==> config.mk <==
export PLATFORM = sky130hd
export DESIGN_NAME = battery_gauge_monitor_top
export DESIGN_NICKNAME = d
export VERILOG_FILES = /design/src/rtl/core/bgm_pkg.sv /design/src/rtl/core/bgm_regs.sv /design/src/rtl/core/bgm_div.sv /design/src/rtl/core/bgm_core.sv /design/src/rtl/core/battery_gauge_monitor_top.sv
export SDC_FILE = /design/constraint.sdc
export NUM_CORES = 1
export LEC_CHECK = 0
export BUFFER_PORTS_ARGS = -buffer_cell sky130_fd_sc_hd__buf_4
export CORE_MARGIN = 3
export CORE_UTILIZATION = 50
export CTS_CLUSTER_SIZE = 30
export DETAILED_ROUTE_END_ITERATION = 10
export PLACE_DENSITY = 0.76
export SETUP_SLACK_MARGIN = 0.3
export SLEW_MARGIN = 10
export SYNTH_ARGS = -nofsm -noshare
export SYNTH_HDL_FRONTEND = slang
export SYNTH_SLANG_ARGS = --single-unit
export TNS_END_PERCENT = 1
==> constraint.sdc <==
create_clock -name clk -period 9.1 [get_ports clk]
set_input_delay 0 -clock clk [delete_from_list [all_inputs] [get_ports clk]]
set_output_delay 0 -clock clk [all_outputs]
set_load 0.1 [all_outputs]
==> src/rtl/core/bgm_pkg.sv <==
// Shared types, codes and constants of the battery gauge monitor.
package bgm_pkg;

  localparam int IN_W  = 48;
  localparam int OUT_W = 48;
  localparam int DIV_STEPS = 16;

  localparam logic [1:0] HEALTH_UNKNOWN = 2'd0;
  localparam logic [1:0] HEALTH_GOOD    = 2'd1;
  localparam logic [1:0] HEALTH_DEAD    = 2'd2;
  localparam logic [1:0] HEALTH_OVER    = 2'd3;

  localparam logic [1:0] STATUS_UNKNOWN  = 2'd0;
  localparam logic [1:0] STATUS_CHARGING = 2'd1;
  localparam logic [1:0] STATUS_NOT_CHG  = 2'd2;
  localparam logic [1:0] STATUS_FULL     = 2'd3;

  localparam logic [1:0] CHARGER_OFF      = 2'd0;
  localparam logic [1:0] CHARGER_ON       = 2'd1;
  localparam logic [1:0] CHARGER_INVALID  = 2'd2;
  localparam logic [1:0] CHARGER_RESERVED = 2'd3;

  localparam logic [2:0] REG_COMP_BASE  = 3'd0;
  localparam logic [2:0] REG_SLOPE_HOT  = 3'd1;
  localparam logic [2:0] REG_SLOPE_COLD = 3'd2;
  localparam logic [2:0] REG_SLOPE_DIV  = 3'd3;
  localparam logic [2:0] REG_OVER_MV    = 3'd4;
  localparam logic [2:0] REG_DEAD_MV    = 3'd5;

  localparam logic [8:0] TEMP_OFFSET = 9'd30;
  localparam logic [9:0] TEMP_REF    = 10'd20;
  localparam logic [6:0] CAP_MAX     = 7'd100;
  localparam int         CAP_SHIFT   = 9;

  typedef struct packed {
    logic [7:0]         comp_base;
    logic signed [8:0]  slope_hot;
    logic signed [8:0]  slope_cold;
    logic [7:0]         slope_divisor;
    logic [12:0]        over_voltage_mv;
    logic [12:0]        dead_voltage_mv;
  } cfg_t;

  typedef struct packed {
    logic        start;
    logic [15:0] dividend;
    logic [7:0]  divisor;
  } div_req_t;

  typedef struct packed {
    logic        done;
    logic [15:0] quotient;
  } div_rsp_t;

  typedef enum logic [2:0] {
    ST_IDLE,
    ST_MUL,
    ST_LAUNCH,
    ST_WAIT,
    ST_SUM,
    ST_OUT
  } state_t;

endpackage

==> src/rtl/core/bgm_regs.sv <==
// APB configuration register bank of the battery gauge monitor.
module bgm_regs (
  input  logic               clk,
  input  logic               rst,
  input  logic               psel,
  input  logic               penable,
  input  logic               pwrite,
  input  logic [4:0]         paddr,
  input  logic [31:0]        pwdata,
  output logic [31:0]        prdata,
  output logic               pready,
  output bgm_pkg::cfg_t      cfg
);
  import bgm_pkg::*;

  logic       wr_en;
  logic [2:0] idx;

  assign pready = 1'b1;
  assign wr_en  = psel & penable & pwrite;
  assign idx    = paddr[4:2];

  always_ff @(posedge clk) begin
    if (rst) begin
      cfg.comp_base       <= 8'd0;
      cfg.slope_hot       <= 9'sd0;
      cfg.slope_cold      <= 9'sd0;
      cfg.slope_divisor   <= 8'd1;
      cfg.over_voltage_mv <= 13'd4300;
      cfg.dead_voltage_mv <= 13'd3000;
    end else if (wr_en) begin
      case (idx)
        REG_COMP_BASE:  cfg.comp_base       <= pwdata[7:0];
        REG_SLOPE_HOT:  cfg.slope_hot       <= $signed(pwdata[8:0]);
        REG_SLOPE_COLD: cfg.slope_cold      <= $signed(pwdata[8:0]);
        REG_SLOPE_DIV:  cfg.slope_divisor   <= pwdata[7:0];
        REG_OVER_MV:    cfg.over_voltage_mv <= pwdata[12:0];
        REG_DEAD_MV:    cfg.dead_voltage_mv <= pwdata[12:0];
        default: ;
      endcase
    end
  end

  always_comb begin
    case (idx)
      REG_COMP_BASE:  prdata = {24'd0, cfg.comp_base};
      REG_SLOPE_HOT:  prdata = {23'd0, cfg.slope_hot};
      REG_SLOPE_COLD: prdata = {23'd0, cfg.slope_cold};
      REG_SLOPE_DIV:  prdata = {24'd0, cfg.slope_divisor};
      REG_OVER_MV:    prdata = {19'd0, cfg.over_voltage_mv};
      REG_DEAD_MV:    prdata = {19'd0, cfg.dead_voltage_mv};
      default:        prdata = 32'd0;
    endcase
  end

endmodule

==> src/rtl/core/bgm_div.sv <==
// Restoring serial divider that produces one quotient bit per cycle.
module bgm_div (
  input  logic                 clk,
  input  logic                 rst,
  input  bgm_pkg::div_req_t    req,
  output bgm_pkg::div_rsp_t    rsp
);
  import bgm_pkg::*;

  logic [15:0] work;
  logic [7:0]  rem;
  logic [7:0]  dvsr;
  logic [3:0]  count;
  logic        busy;
  logic        done;
  logic [8:0]  shifted;
  logic        ge;
  logic [8:0]  diff;

  assign shifted = {rem, work[15]};
  assign ge      = shifted >= {1'b0, dvsr};
  assign diff    = shifted - {1'b0, dvsr};

  always_ff @(posedge clk) begin
    if (rst) begin
      busy  <= 1'b0;
      done  <= 1'b0;
      count <= 4'd0;
    end else begin
      done <= 1'b0;
      if (req.start) begin
        busy  <= 1'b1;
        count <= 4'd0;
      end else if (busy) begin
        count <= count + 4'd1;
        if (count == 4'(DIV_STEPS - 1)) begin
          busy <= 1'b0;
          done <= 1'b1;
        end
      end
    end
  end

  always_ff @(posedge clk) begin
    if (req.start) begin
      work <= req.dividend;
      rem  <= 8'd0;
      dvsr <= req.divisor;
    end else if (busy) begin
      work <= {work[14:0], ge};
      rem  <= ge ? diff[7:0] : shifted[7:0];
    end
  end

  assign rsp.done     = done;
  assign rsp.quotient = work;

endmodule

==> src/rtl/core/bgm_core.sv <==
// Poll state update and compensation sequencer of the battery gauge monitor.
module bgm_core (
  input  logic                       clk,
  input  logic                       rst,
  input  bgm_pkg::cfg_t              cfg,
  input  logic                       s_axis_tvalid,
  output logic                       s_axis_tready,
  input  logic [bgm_pkg::IN_W-1:0]   s_axis_tdata,
  output logic                       m_axis_tvalid,
  input  logic                       m_axis_tready,
  output logic [bgm_pkg::OUT_W-1:0]  m_axis_tdata
);
  import bgm_pkg::*;

  state_t state, state_next;

  logic [12:0]       voltage_reg, voltage_next;
  logic              present_reg, present_next;
  logic [1:0]        health_reg, health_next;
  logic signed [8:0] temperature_reg, temperature_next;
  logic [6:0]        capacity_reg, capacity_next;
  logic [1:0]        status_reg, status_next;
  logic              low_battery_latch, latch_next;
  logic              notify_pending;
  logic              notify_reg, notify_next;

  logic [15:0] in_vcell;
  logic        in_vok;
  logic [15:0] in_charge;
  logic        in_cok;
  logic [7:0]  in_thermo;
  logic        in_tok;
  logic [1:0]  in_charger;
  logic        in_event;

  logic        accept;
  logic [11:0] raw_mv;
  logic [12:0] mv;
  logic [6:0]  cap_raw;

  logic signed [9:0] delta;
  logic signed [8:0] slope;
  logic [7:0]        delta_mag;
  logic [8:0]        slope_mag;
  logic [16:0]       prod_full;
  logic [15:0]       prod;
  logic              prod_neg;
  logic              term_zero;

  div_req_t div_req;
  div_rsp_t div_rsp;

  logic signed [17:0] term;
  logic signed [17:0] acc;
  logic [7:0]         comp_value;
  logic [7:0]         comp_clamped;

  assign in_vcell   = s_axis_tdata[15:0];
  assign in_vok     = s_axis_tdata[16];
  assign in_charge  = s_axis_tdata[32:17];
  assign in_cok     = s_axis_tdata[33];
  assign in_thermo  = s_axis_tdata[41:34];
  assign in_tok     = s_axis_tdata[42];
  assign in_charger = s_axis_tdata[44:43];
  assign in_event   = s_axis_tdata[45];

  assign accept  = s_axis_tvalid & s_axis_tready;
  assign raw_mv  = in_vcell[15:4];
  assign mv      = {1'b0, raw_mv} + {3'd0, raw_mv[11:2]};
  assign cap_raw = in_charge[15:CAP_SHIFT];

  always_comb begin
    latch_next       = low_battery_latch | in_event;
    notify_next      = notify_pending | in_event;
    voltage_next     = voltage_reg;
    present_next     = present_reg;
    health_next      = health_reg;
    temperature_next = temperature_reg;
    capacity_next    = capacity_reg;
    if (in_vok) begin
      voltage_next = mv;
      present_next = mv != 13'd0;
      if (mv >= cfg.over_voltage_mv) begin
        health_next = HEALTH_OVER;
      end else if (mv <= cfg.dead_voltage_mv) begin
        health_next = HEALTH_DEAD;
      end else begin
        health_next = HEALTH_GOOD;
      end
      if (present_next != present_reg || health_next != health_reg) begin
        notify_next = 1'b1;
      end
    end
    if (in_tok) begin
      temperature_next = $signed({1'b0, in_thermo} - TEMP_OFFSET);
    end
    if (latch_next) begin
      capacity_next = 7'd0;
    end else if (in_cok) begin
      capacity_next = (cap_raw > CAP_MAX) ? CAP_MAX : cap_raw;
    end
    if (capacity_next != capacity_reg) begin
      notify_next = 1'b1;
    end
    case (in_charger)
      CHARGER_OFF: status_next = STATUS_NOT_CHG;
      CHARGER_ON:  status_next = (capacity_next >= CAP_MAX) ? STATUS_FULL : STATUS_CHARGING;
      default:     status_next = STATUS_UNKNOWN;
    endcase
    if (status_next != status_reg) begin
      notify_next = 1'b1;
    end
  end

  always_ff @(posedge clk) begin
    if (rst) begin
      voltage_reg       <= 13'd0;
      present_reg       <= 1'b0;
      health_reg        <= HEALTH_UNKNOWN;
      temperature_reg   <= 9'sd0;
      capacity_reg      <= 7'd0;
      status_reg        <= STATUS_UNKNOWN;
      low_battery_latch <= 1'b0;
      notify_pending    <= 1'b1;
      notify_reg        <= 1'b0;
    end else if (accept) begin
      voltage_reg       <= voltage_next;
      present_reg       <= present_next;
      health_reg        <= health_next;
      temperature_reg   <= temperature_next;
      capacity_reg      <= capacity_next;
      status_reg        <= status_next;
      low_battery_latch <= latch_next;
      notify_pending    <= 1'b0;
      notify_reg        <= notify_next;
    end
  end

  assign delta     = {temperature_reg[8], temperature_reg} - TEMP_REF;
  assign slope     = (delta > 10'sd0) ? cfg.slope_hot : cfg.slope_cold;
  assign delta_mag = delta[9] ? 8'(-delta) : delta[7:0];
  assign slope_mag = slope[8] ? 9'(-slope) : slope;
  assign prod_full = {9'd0, delta_mag} * {8'd0, slope_mag};

  always_ff @(posedge clk) begin
    if (state == ST_MUL) begin
      prod      <= prod_full[15:0];
      prod_neg  <= delta[9] ^ slope[8];
      term_zero <= delta == 10'sd0;
    end
  end

  always_comb begin
    div_req.start    = state == ST_LAUNCH;
    div_req.dividend = prod;
    div_req.divisor  = (cfg.slope_divisor == 8'd0) ? 8'd1 : cfg.slope_divisor;
  end

  bgm_div u_div (
    .clk (clk),
    .rst (rst),
    .req (div_req),
    .rsp (div_rsp)
  );

  always_comb begin
    if (term_zero) begin
      term = 18'sd0;
    end else if (prod_neg) begin
      term = -$signed({2'b00, div_rsp.quotient});
    end else begin
      term = $signed({2'b00, div_rsp.quotient});
    end
    acc = $signed({10'd0, cfg.comp_base}) + term;
    if (acc > 18'sd255) begin
      comp_clamped = 8'd255;
    end else if (acc < 18'sd0) begin
      comp_clamped = 8'd0;
    end else begin
      comp_clamped = acc[7:0];
    end
  end

  always_ff @(posedge clk) begin
    if (state == ST_SUM) begin
      comp_value <= low_battery_latch ? 8'd0 : comp_clamped;
    end
  end

  always_ff @(posedge clk) begin
    if (rst) begin
      state <= ST_IDLE;
    end else begin
      state <= state_next;
    end
  end

  always_comb begin
    state_next = state;
    case (state)
      ST_IDLE:   if (accept) state_next = ST_MUL;
      ST_MUL:    state_next = ST_LAUNCH;
      ST_LAUNCH: state_next = ST_WAIT;
      ST_WAIT:   if (div_rsp.done) state_next = ST_SUM;
      ST_SUM:    state_next = ST_OUT;
      ST_OUT:    if (!m_axis_tvalid || m_axis_tready) state_next = ST_IDLE;
      default:   state_next = ST_IDLE;
    endcase
  end

  always_comb begin
    case (state)
      ST_IDLE: s_axis_tready = !rst;
      default: s_axis_tready = 1'b0;
    endcase
  end

  always_ff @(posedge clk) begin
    if (rst) begin
      m_axis_tvalid <= 1'b0;
    end else if (state == ST_OUT && (!m_axis_tvalid || m_axis_tready)) begin
      m_axis_tvalid <= 1'b1;
    end else if (m_axis_tready) begin
      m_axis_tvalid <= 1'b0;
    end
  end

  always_ff @(posedge clk) begin
    if (state == ST_OUT && (!m_axis_tvalid || m_axis_tready)) begin
      m_axis_tdata <= {4'd0, notify_reg, ~low_battery_latch, comp_value, status_reg,
                       capacity_reg, temperature_reg, health_reg, present_reg,
                       voltage_reg};
    end
  end

endmodule

==> src/rtl/core/battery_gauge_monitor_top.sv <==
// Top level of the battery gauge monitor.
// Each poll updates voltage, presence, health, temperature, capacity and charge
// status when accepted, then forms the temperature compensation byte with one
// 9 by 8 bit multiply and a restoring divider that yields one quotient bit per
// cycle, passing the multiply, launch, wait, sum and output states, with the input
// not ready, before its result is loaded into the output register. A result may
// wait there while the next poll is taken. The user must write configuration through
// the APB port only while the block is idle; the block itself does not enforce it.
module battery_gauge_monitor_top (
  input  logic        clk,
  input  logic        rst,
  input  logic        s_axis_tvalid,
  output logic        s_axis_tready,
  // Fields from bit 0: vcell_word[15:0], vcell_ok, charge_word[15:0], charge_ok,
  // thermo_code[7:0], thermo_ok, charger_code[1:0], low_battery_event, zero fill.
  input  logic [47:0] s_axis_tdata,
  output logic        m_axis_tvalid,
  input  logic        m_axis_tready,
  // Fields from bit 0: voltage_mv[12:0], present, health[1:0], temperature_c[8:0],
  // capacity_pct[6:0], charge_status[1:0], comp_value[7:0], comp_write, notify,
  // zero fill.
  output logic [47:0] m_axis_tdata,
  input  logic        psel,
  input  logic        penable,
  input  logic        pwrite,
  input  logic [4:0]  paddr,
  input  logic [31:0] pwdata,
  output logic [31:0] prdata,
  output logic        pready
);
  import bgm_pkg::*;

  cfg_t cfg;

  bgm_regs u_regs (
    .clk     (clk),
    .rst     (rst),
    .psel    (psel),
    .penable (penable),
    .pwrite  (pwrite),
    .paddr   (paddr),
    .pwdata  (pwdata),
    .prdata  (prdata),
    .pready  (pready),
    .cfg     (cfg)
  );

  bgm_core u_core (
    .clk           (clk),
    .rst           (rst),
    .cfg           (cfg),
    .s_axis_tvalid (s_axis_tvalid),
    .s_axis_tready (s_axis_tready),
    .s_axis_tdata  (s_axis_tdata),
    .m_axis_tvalid (m_axis_tvalid),
    .m_axis_tready (m_axis_tready),
    .m_axis_tdata  (m_axis_tdata)
  );

endmodule

Word-level counts from Yosys, hierarchy flattened
Cells that the tools add are included.
{ "word_totals": {"regBits": 209, "latchBits": 0, "ramBits": 0, "romBits": 0, "in_bits": 92, "out_inout_bits": 83, "word_cells": 131, "n_memories": 0} }
{ "op_classes": {"n_addsub": 9, "n_mul": 1, "n_div": 0, "n_lt_le_gt_ge": 8, "n_eq_ne": 19, "shift": 0, "muxes": 34, "bitwise": 8, "n_reduce_logical": 24} }
{ "ops": {"columns": ["op", "n"], "rows": [
  ["one-hot mux 13 bit (6 select lines)", 1],
  ["two-way mux 18 bit", 2],
  ["two-way mux 16 bit", 2],
  ["two-way mux 8 bit", 4],
  ["two-way mux 7 bit", 3],
  ["adder 9 x 18 -> 18 bit", 1],
  ["> comparator 18 x 9 -> 1 bit (second input constant)", 1],
  ["< comparator 18 x 1 -> 1 bit (second input constant)", 1],
  ["two-way mux 9 bit", 2],
  ["negator 16 -> 18 bit", 1],
  ["one-hot mux 3 bit (6 select lines)", 1],
  ["multiplier 8 x 9 -> 16 bit", 1],
  ["AND reduction 2 bit", 8],
  ["adder 12 x 10 -> 13 bit", 1],
  ["greater-or-equal comparator 13 bit", 1],
  ["<= comparator 13 bit", 1],
  ["nonzero test 13 bit", 1],
  ["equality test 3 x 2 -> 1 bit (second input constant)", 4],
  ["equality test 3 bit (second input constant)", 4],
  ["two-way mux 1 bit", 11],
  ["> comparator 10 x 1 -> 1 bit (second input constant)", 1],
  ["logical NOT 10 bit", 1],
  ["subtractor 9 x 6 -> 10 bit (second input constant)", 1],
  ["greater-or-equal comparator 9 x 8 -> 1 bit", 1],
  ["32 further kinds", 48]
]} }

Longest topological paths before layout
Gate-level depths: netlist of run 1.
{ "depth": {"ltp_word": 11, "mapped_depth": 28, "ltp_nobuf": 27} }

Modules after synthesis
From an unflattened synthesis of run 1, not the netlist that was laid out.
{ "hier_totals": {"cells_unflattened": 1541, "area_unflattened_um2": 14362.5} }
{ "modules_own_cells": {"columns": ["module", "instances", "cells_each", "area_each_um2", "seq_area_each_um2"], "rows": [
  ["bgm_core", 1, 1015, 9256.4, 2922.8],
  ["bgm_regs", 1, 349, 3126.7, 1201.2],
  ["bgm_div", 1, 177, 1979.4, 1001.0]
]} }

Least setup slack after synthesis of run 1
OpenSTA, ideal clock, no wires.
{ "synth_path": {"kind": "register to register", "startpoint": "reg u_core.temperature_reg[2]", "endpoint": "reg u_core.prod[15] (data pin)", "t_arrival_ns": 6.716, "required_time_ns": 8.832, "path_slack_ns": 2.116, "stages_incl_launch_ff": 29, "n_path_buf": 1, "period_less_slack_ns": 6.984, "cell_sequence": "dfxtp_1 > inv_1 > ha_1 > xor2_1 > nor3_1 > a31oi_1 > o31ai_4 > buf_6 > mux2i_1 > ha_1 > nand3_1 > mux2i_1 > nor2_1 > xnor2_1 > nand2_1 > fa_1 > inv_1 > fa_1 > fa_1 > inv_1 > fa_1 > inv_1 > ha_1 > or2_2 > a21oi_1 > a21oi_1 > nand4_1 > a31oi_1 > xnor3_1"} }
{ "synth_between": {"elab_chain_len": 6, "elab_cells_between_ends": 8, "classes_between": "add/sub: 3; mul: 1; order compare: 1; mux: 3"} }
{ "synth_rtl": {"columns": ["element", "line", "source"], "rows": [
  ["start, declared", "bgm_core.sv:20", "logic signed [8:0] temperature_reg, temperature_next;"],
  ["start signal, assigned", "bgm_core.sv:130", "temperature_reg <= temperature_next;"],
  ["subtractor 9 x 6 -> 10 bit (*)", "bgm_core.sv:139", "assign delta = {temperature_reg[8], temperature_reg} - TEMP_REF;"],
  ["> comparator 10 x 1 -> 1 bit", "bgm_core.sv:140", "assign slope = (delta > 10'sd0) ? cfg.slope_hot : cfg.slope_cold;"],
  ["two-way mux 9 bit", "bgm_core.sv:140", null],
  ["negator 9 bit", "bgm_core.sv:142", "assign slope_mag = slope[8] ? 9'(-slope) : slope;"],
  ["two-way mux 9 bit", "bgm_core.sv:142", null],
  ["multiplier 8 x 9 -> 16 bit (*)", "bgm_core.sv:143", "assign prod_full = {9'd0, delta_mag} * {8'd0, slope_mag};"],
  ["via u_core.prod_full[15]", "bgm_core.sv:45", "logic [16:0] prod_full;"],
  ["end signal, assigned", "bgm_core.sv:147", "prod <= prod_full[15:0];"],
  ["end, declared", "bgm_core.sv:46", "logic [15:0] prod;"]
]} }
The timed path passes the listed nets; every way through them passes the cells marked *.
A chain may end at the register's enable or synchronous reset.

Worst setup path in the final report of run 1
Ends and elaborated chain as after synthesis.

==> results of run 1 <==
[logic make-up (layout without fill, tap and decap cells)]
group	after synthesis	after routing
and+or+nand+nor	478	478
adders and majority gates	138	138
muxes	102	102
xor gates and xnor gates	72	72
buffers and inverters	209	334
DFF	209	209
other	2	24
AOI/OAI and AO/OA	252	252
[worst max-delay path by stage]
| stage | from | to | slack [ns] | cells after the start |
|---|---|---|---|---|
| after global placement | u_core.temperature_reg[2]$_SDFFE_PP0P_ | u_core.prod[15]$_DFFE_PP_ | 1.39 | 27 |
| after detailed placement | u_core.temperature_reg[2]$_SDFFE_PP0P_ | u_core.prod[15]$_DFFE_PP_ | 1.20 | 27 |
| after CTS | u_core.temperature_reg[2]$_SDFFE_PP0P_ | u_core.prod[15]$_DFFE_PP_ | 1.12 | 27 |
| after floorplan | u_core.temperature_reg[2]$_SDFFE_PP0P_ | u_core.prod[15]$_DFFE_PP_ | 2.12 | 28 |
| final | u_core.temperature_reg[2]$_SDFFE_PP0P_ | u_core.prod[15]$_DFFE_PP_ | 1.13 | 27 |
| after global routing | u_core.temperature_reg[2]$_SDFFE_PP0P_ | u_core.prod[15]$_DFFE_PP_ | 0.66 | 27 |
[metal layers]
metal	up-vias	GRT usage, %	wire [µm]
met5	-	0	0
met1	5317	30.40	15070
li1	5350	-	-
met4	0	5.338	775
met3	54	4.062	2321
met2	351	35.78	15550
[power breakdown]
part | switching, µW | internal (µW) | leakage (µW)
registers | 48.6 | 1030 | 0.00181
logic | 356 | 231 | 0.00465
clock network | 379 | 519 | 0.000357
[final cells by class]
class / instances / share of cell area (%)
multi-input cells: 1066 / 49.39
flip-flops and latches: 209 / 31.68
repair buffers: 172 / 8.756
clock buffers: 33 / 4.177
well taps: 372 / 2.877
inverters: 121 / 2.808
clock inverters: 8 / 0.3094
[synth_stat cells (12+ instances only)]
cell type	number
inv_1	120
buf_4	25
xnor2_1	43
nand2b_1	20
mux2i_1	79
a211o_1	14
edfxtp_1	94
nor2_1	173
mux2_2	22
xor2_1	27
fa_1	44
a21o_1	12
o21ai_0	34
ha_1	94
nand2_1	107
nor2b_1	22
dfxtp_1	115
a211oi_1	21
a21oi_1	61
o21a_1	22
clkbuf_1	54
nor3_1	28
nand3_1	22
[critical path, cell delays in order (launching register included)]
cell     delay [ns]
dfxtp_1        0.46
inv_1          0.13
ha_1           0.26
xor2_1         0.28
nand3_1        0.21
o31ai_4        0.20
buf_4          0.28
mux2i_1        0.67
ha_1           0.34
nand3_1        0.08
mux2i_1        0.30
nor2_1         0.09
xnor2_1        0.61
nand2_1        0.15
fa_1           0.51
inv_1          0.05
fa_1           0.47
fa_1           0.54
inv_1          0.05
fa_1           0.52
inv_1          0.04
ha_1           0.32
or2_2          0.30
a21oi_1        0.15
a21oi_1        0.08
nand4_1        0.14
a31oi_1        0.08
xnor3_1        0.36
[stage by stage]
step	worst slack (ns)	hold WS [ns]	cell area (µm²)	util (%)	total power [µW]
global route	0.6560	0.02623	16180	59.52	2678
global placement	1.387	0.2148	14950	55.01	1640
detailed placement	1.202	0.2225	14950	55.01	1659
CTS	1.116	0.01366	16180	59.52	2568
floorplan	2.116	0.09565	13990	-	1525
finish	1.129	0.02538	16180	59.52	2563
[what timing repair did]
item / in CTS / in global routing
buffers inserted: 0 / 0
hold buffers: 50 / 0
endpoints found under the setup margin: 0 / 0
endpoints found under the hold margin: 83 / 0
==> results.md, run 1 <==
- Clock slew at reported path FFs: 0.06 ns
- Cells after DPL: 1890
- Critical path start-end classification: reg -> reg
- Crit. End Element: flip-flop
- CP arrival: 8.21 ns
- DRC Markers: 0
- Ratio of cells with drive above 1 in the final layout: 13.24%
- Antenna violation net count after detailed routing: 0
- Post-synth EDFFs: 94
- Wire per inst: 17.02 µm
- RSZ-0062 raised after global routing: false
- Drt via density: 5.589
- Measured slew at the worst slew-check pin: 1.116 ns
- Total Die Area: 0.02985 mm²
- Compound-Gate Fraction of Synth Area: 12.74%
- Post-Synth Adder-Cell Area: 14.79%
- CTS tree: done
- Max reg flops: 60
- Hold path endpoint: u_core.voltage_reg[0]$_SDFFE_PP0P_
- Site row count: 60
- Multiplexer share of the synthesized area: 7.568%
- Total Wirelength: 33720 µm
- Fillers: 2314
- Clock sinks: 209
- Post-Synth Simple-Gate Area: 16.85%
- Maxcap violations: 0
- Largest net degree at the start of global routing: 105
- HPWL Detailed: 24710 µm
- Hold/Removal Path Class: in -> reg
- Area contributors post-synth: edfxtp_1 20%, dfxtp_1 17%, ha_1 8.5%
- Die H: 172.8 µm
- Die width: 172.8 µm
- Post-synthesis async set-or-reset flop share: 0%
- Max Root-Sink Buffers: 3
- Peak Freq: 0.1254 GHz
- Clock skew: 0.01118 ns
- Synth Instances: 1462
- Worst R2R Start: u_core.temperature_reg[2]$_SDFFE_PP0P_
- Synth top area share: 20.30%
- P_leak: 0.006819 µW
- Grt ovf: 0
- Peak VDD IR: 0.1140 mV
- Layout area overhead: 16.33%
- Root Driver: clkbuf_16
- Hold Path Depth: 4
- Commonest cells after routing, fill and taps aside: 172 x nor2_1, 122 x buf_4, 120 x inv_1, 115 x dfxtp_1, 107 x nand2_1
- Number of global-route vias before repair: 10.75k
- FF+latch area: 0.005125 mm²
- Final Setup Violations: 0
- Min Tclk post-route: 7.971 ns
- DRT Pass-1 Iters: 5
- XOR/XNOR Fraction of Synth Area: 4.688%
- Hold path start: s_axis_tdata[4]
- Top_reg_cell synth: dfxtp_1
- Power density cells: 158.4 mW/mm²
- Biggest regs: u_regs.cfg: 60 flops, u_core.m_axis_tdata: 44 flops
- Final cycle utilization of the critical path: 87.60%
- Core region area: 0.02718 mm²
- Global Route Usage Sum: 21.92%
- Multi-input logic area: 0.007989 mm²
- Status: finished, final reports clean
- Post_cts resized: 0
- Netlist cell types: 91
- Worst-path fanout max: 14
- Reg2Reg Setup Slack: 1.13 ns
- First-pass GRT wire length: 54960 µm
- Nets: 1823
- DR iter-0 viols: 963
- Antenna violations before repair: 0
- Capture point of the worst reg-to-reg path: u_core.prod[15]$_DFFE_PP_
- Final setup TNS: 0 ns
- Final hold vios: 0
- Port bufs: 114
- Relative slew slack: 25.59%
- Crit start category: flip-flop
- YS warnings: 0
- Most common cell after layout, fill and taps aside: nor2_1
- Starting Density: 51.16%
- Biggest register: u_regs.cfg
- Combinational family with the most area after synthesis: simple AND/OR/NAND/NOR gates
- FF+latch count, synth: 209
- Critical path required time: 9.34 ns
- Seq/Total Area, Yosys: 36.86%
- Max Slew Vio Count: 0
- Mean Syn Cell Area: 9.511 µm²
- Post-Syn Area: 0.01390 mm²
- Vias: 11.07k
- Ports: 175
- Clk_lat worst skew: 0.51 ns
- Layout Cells excl Fill: 1981
- Number of CTS-inserted buffers: 23
- N_diodes: 0
- R2r worst-path depth: 27
- H-Tree Depth: 1
- Dominant cell type by area after synthesis: edfxtp_1
- Placer Congestion: 0.8953
No activity file was read; power rests on OpenSTA's default activity.
==> run 2, diff against run 1 <==
CORE_ASPECT_RATIO = 1.1   (was unset)
REMOVE_ABC_BUFFERS = 1   (was unset)
==> results.md, run 2 (same netlist as run 1, synthesis figures left out) <==
- Port bufs: 114
- RSZ-0062 raised after global routing: false
- Min Tclk post-route: 7.748 ns
- Global Route Usage Sum: 21.98%
- Critical path required time: 9.37 ns
- Clock slew at reported path FFs: 0.07 ns
- Number of global-route vias before repair: 10.70k
- Final setup TNS: 0 ns
- Final hold vios: 0
- Max Root-Sink Buffers: 3
- Peak Freq: 0.1291 GHz
- Total Die Area: 0.02985 mm²
- DRC Markers: 0
- Die width: 165 µm
- CP arrival: 8.02 ns
- Clock skew: 0.02054 ns
- Layout area overhead: 16.84%
- DRT Pass-1 Iters: 5
- Measured slew at the worst slew-check pin: 1.184 ns
- Reg2Reg Setup Slack: 1.35 ns
- HPWL Detailed: 24280 µm
- Starting Density: 51.13%
- Slowest CP cell: mux2i_1
- Die H: 180.9 µm
- Max Slew Vio Count: 0
- H-Tree Depth: 1
- Vias: 10.97k
- Power density cells: 158.9 mW/mm²
- Root Driver: clkbuf_16
- Crit. End Element: flip-flop
- Antenna violation net count after detailed routing: 0
- Number of CTS-inserted buffers: 23
- Combinational power share: 22.4%
- Maxcap violations: 0
- Commonest cells after routing, fill and taps aside: 172 x nor2_1, 123 x buf_4, 120 x inv_1, 115 x dfxtp_1, 107 x nand2_1
- Drt via density: 5.557
- N_diodes: 0
- Internal power: 1789 µW
- Clk_lat worst skew: 0.53 ns
- CTS tree: done
- Ratio of cells with drive above 1 in the final layout: 13.36%
- Relative slew slack: 20.20%
- Clock sinks: 209
- P_leak: 0.006831 µW
- Final cycle utilization of the critical path: 85.14%
- Final Setup Violations: 0
- Placer Congestion: 0.9010
- Site row count: 63
- DR iter-0 viols: 743
- First-pass GRT wire length: 53870 µm
- Crit start category: flip-flop
- Peak VDD IR: 0.1569 mV
- Core region area: 0.02719 mm²
- Biggest register: u_regs.cfg
- Hold/Removal Path Class: in -> reg
- Critical path start-end classification: reg -> reg
- Switching power: 792.0 µW
- Nets: 1830
- Status: finished, final reports clean
- Wire per inst: 16.78 µm
- Switching share of power: 30.68%
- Max reg flops: 60
- Ports: 175
- Antenna violations before repair: 0
- Sequential power share: 41.7%
- Total Wirelength: 33130 µm
- Hold slack final: 0.02417 ns
- Worst-path fanout max: 14
- Biggest regs: u_regs.cfg: 60 flops, u_core.m_axis_tdata: 44 flops
- Slowest stage delay, CP: 0.70 ns
- Most common cell after layout, fill and taps aside: nor2_1
- Grt ovf: 0
- Largest net degree at the start of global routing: 79
- Clock share of power: 35.8%
run 2: cell types whose count changed in the layout (fill, tap and decap cells not counted), sizes merged:
cell | previous run | this run
buf | 122 | 123
dlygate4sd3 | 50 | 56
clkinvlp | 1 | 5
clkinv | 5 | 7
clkbuf | 33 | 28
inv | 123 | 121
bufinv | 0 | 2
run 2: stage by stage:
step | std cells | area (µm²) | total power (µW) | util [%] | setup WS, ns
final | 1974 | 16250 | 2581 | 59.74 | 1.352
after global routing | 1974 | 16250 | 2702 | 59.74 | 0.8584
after CTS | 1974 | 16250 | 2592 | 59.74 | 1.423
after detailed placement | 1876 | 14940 | 1648 | 54.93 | 1.407
after global placement | 1876 | 14940 | 1635 | 54.93 | 1.597
after floorplan | 1396 | 13550 | 1499 | - | 1.965
run 2: final timing paths:
check,start,end,cells past startpoint
setup / recovery,u_core.temperature_reg[2]$_SDFFE_PP0P_,u_core.prod[15]$_DFFE_PP_,25
hold / removal,s_axis_tdata[33],u_core.capacity_reg[3]$_SDFFE_PP0P_,4
setup reg to reg,u_core.temperature_reg[2]$_SDFFE_PP0P_,u_core.prod[15]$_DFFE_PP_,25
hold reg to reg,u_core.comp_value[6]$_SDFFCE_PP0P_,u_core.m_axis_tdata[40]$_DFFE_PP_,0
run 2: worst max-delay path: cells and delay by family, from the launching register on:
family / cells / cell delay (ns)
buf+inv: 5 / 0.55
xor+xnor: 3 / 1.34
simple gates: 4 / 0.67
fa+ha+maj: 7 / 3.00
compound gates: 5 / 0.74
flops: 1 / 0.48
mux: 1 / 0.70
run 2: routing by layer:
layer	routed length (µm)	GRT usage, %	vias to the layer above
met5	0	0	-
met4	867	6.611	0
met3	1728	2.476	61
met2	15810	36.29	302
met1	14720	30.29	5244
li1	-	-	5363
run 2: power by group through the flow:
stage | clock network, µW | logic (µW) | registers [µW]
final | 925 | 579 | 1080
after global routing | 981 | 637 | 1080
after CTS | 941 | 574 | 1080
after detailed placement | 0 | 551 | 1100
after global placement | 0 | 541 | 1090
after floorplan | 0 | 417 | 1080
run 2: final cells by class:
class	instances	area (µm²)
multi-input combinational	1066	7989
sequential	209	5125
fill	2282	10950
inverter	121	454.2
tap	357	446.7
clock buffer	28	594.3
timing repair buffer	179	1484
clock inverter	14	153.9
run 2: repair_timing:
item | CTS | global route
buffers inserted | 0 | 0
endpoints found under the hold margin | 90 | 0
gates resized for setup | 0 | 0
hold buffers | 56 | 0
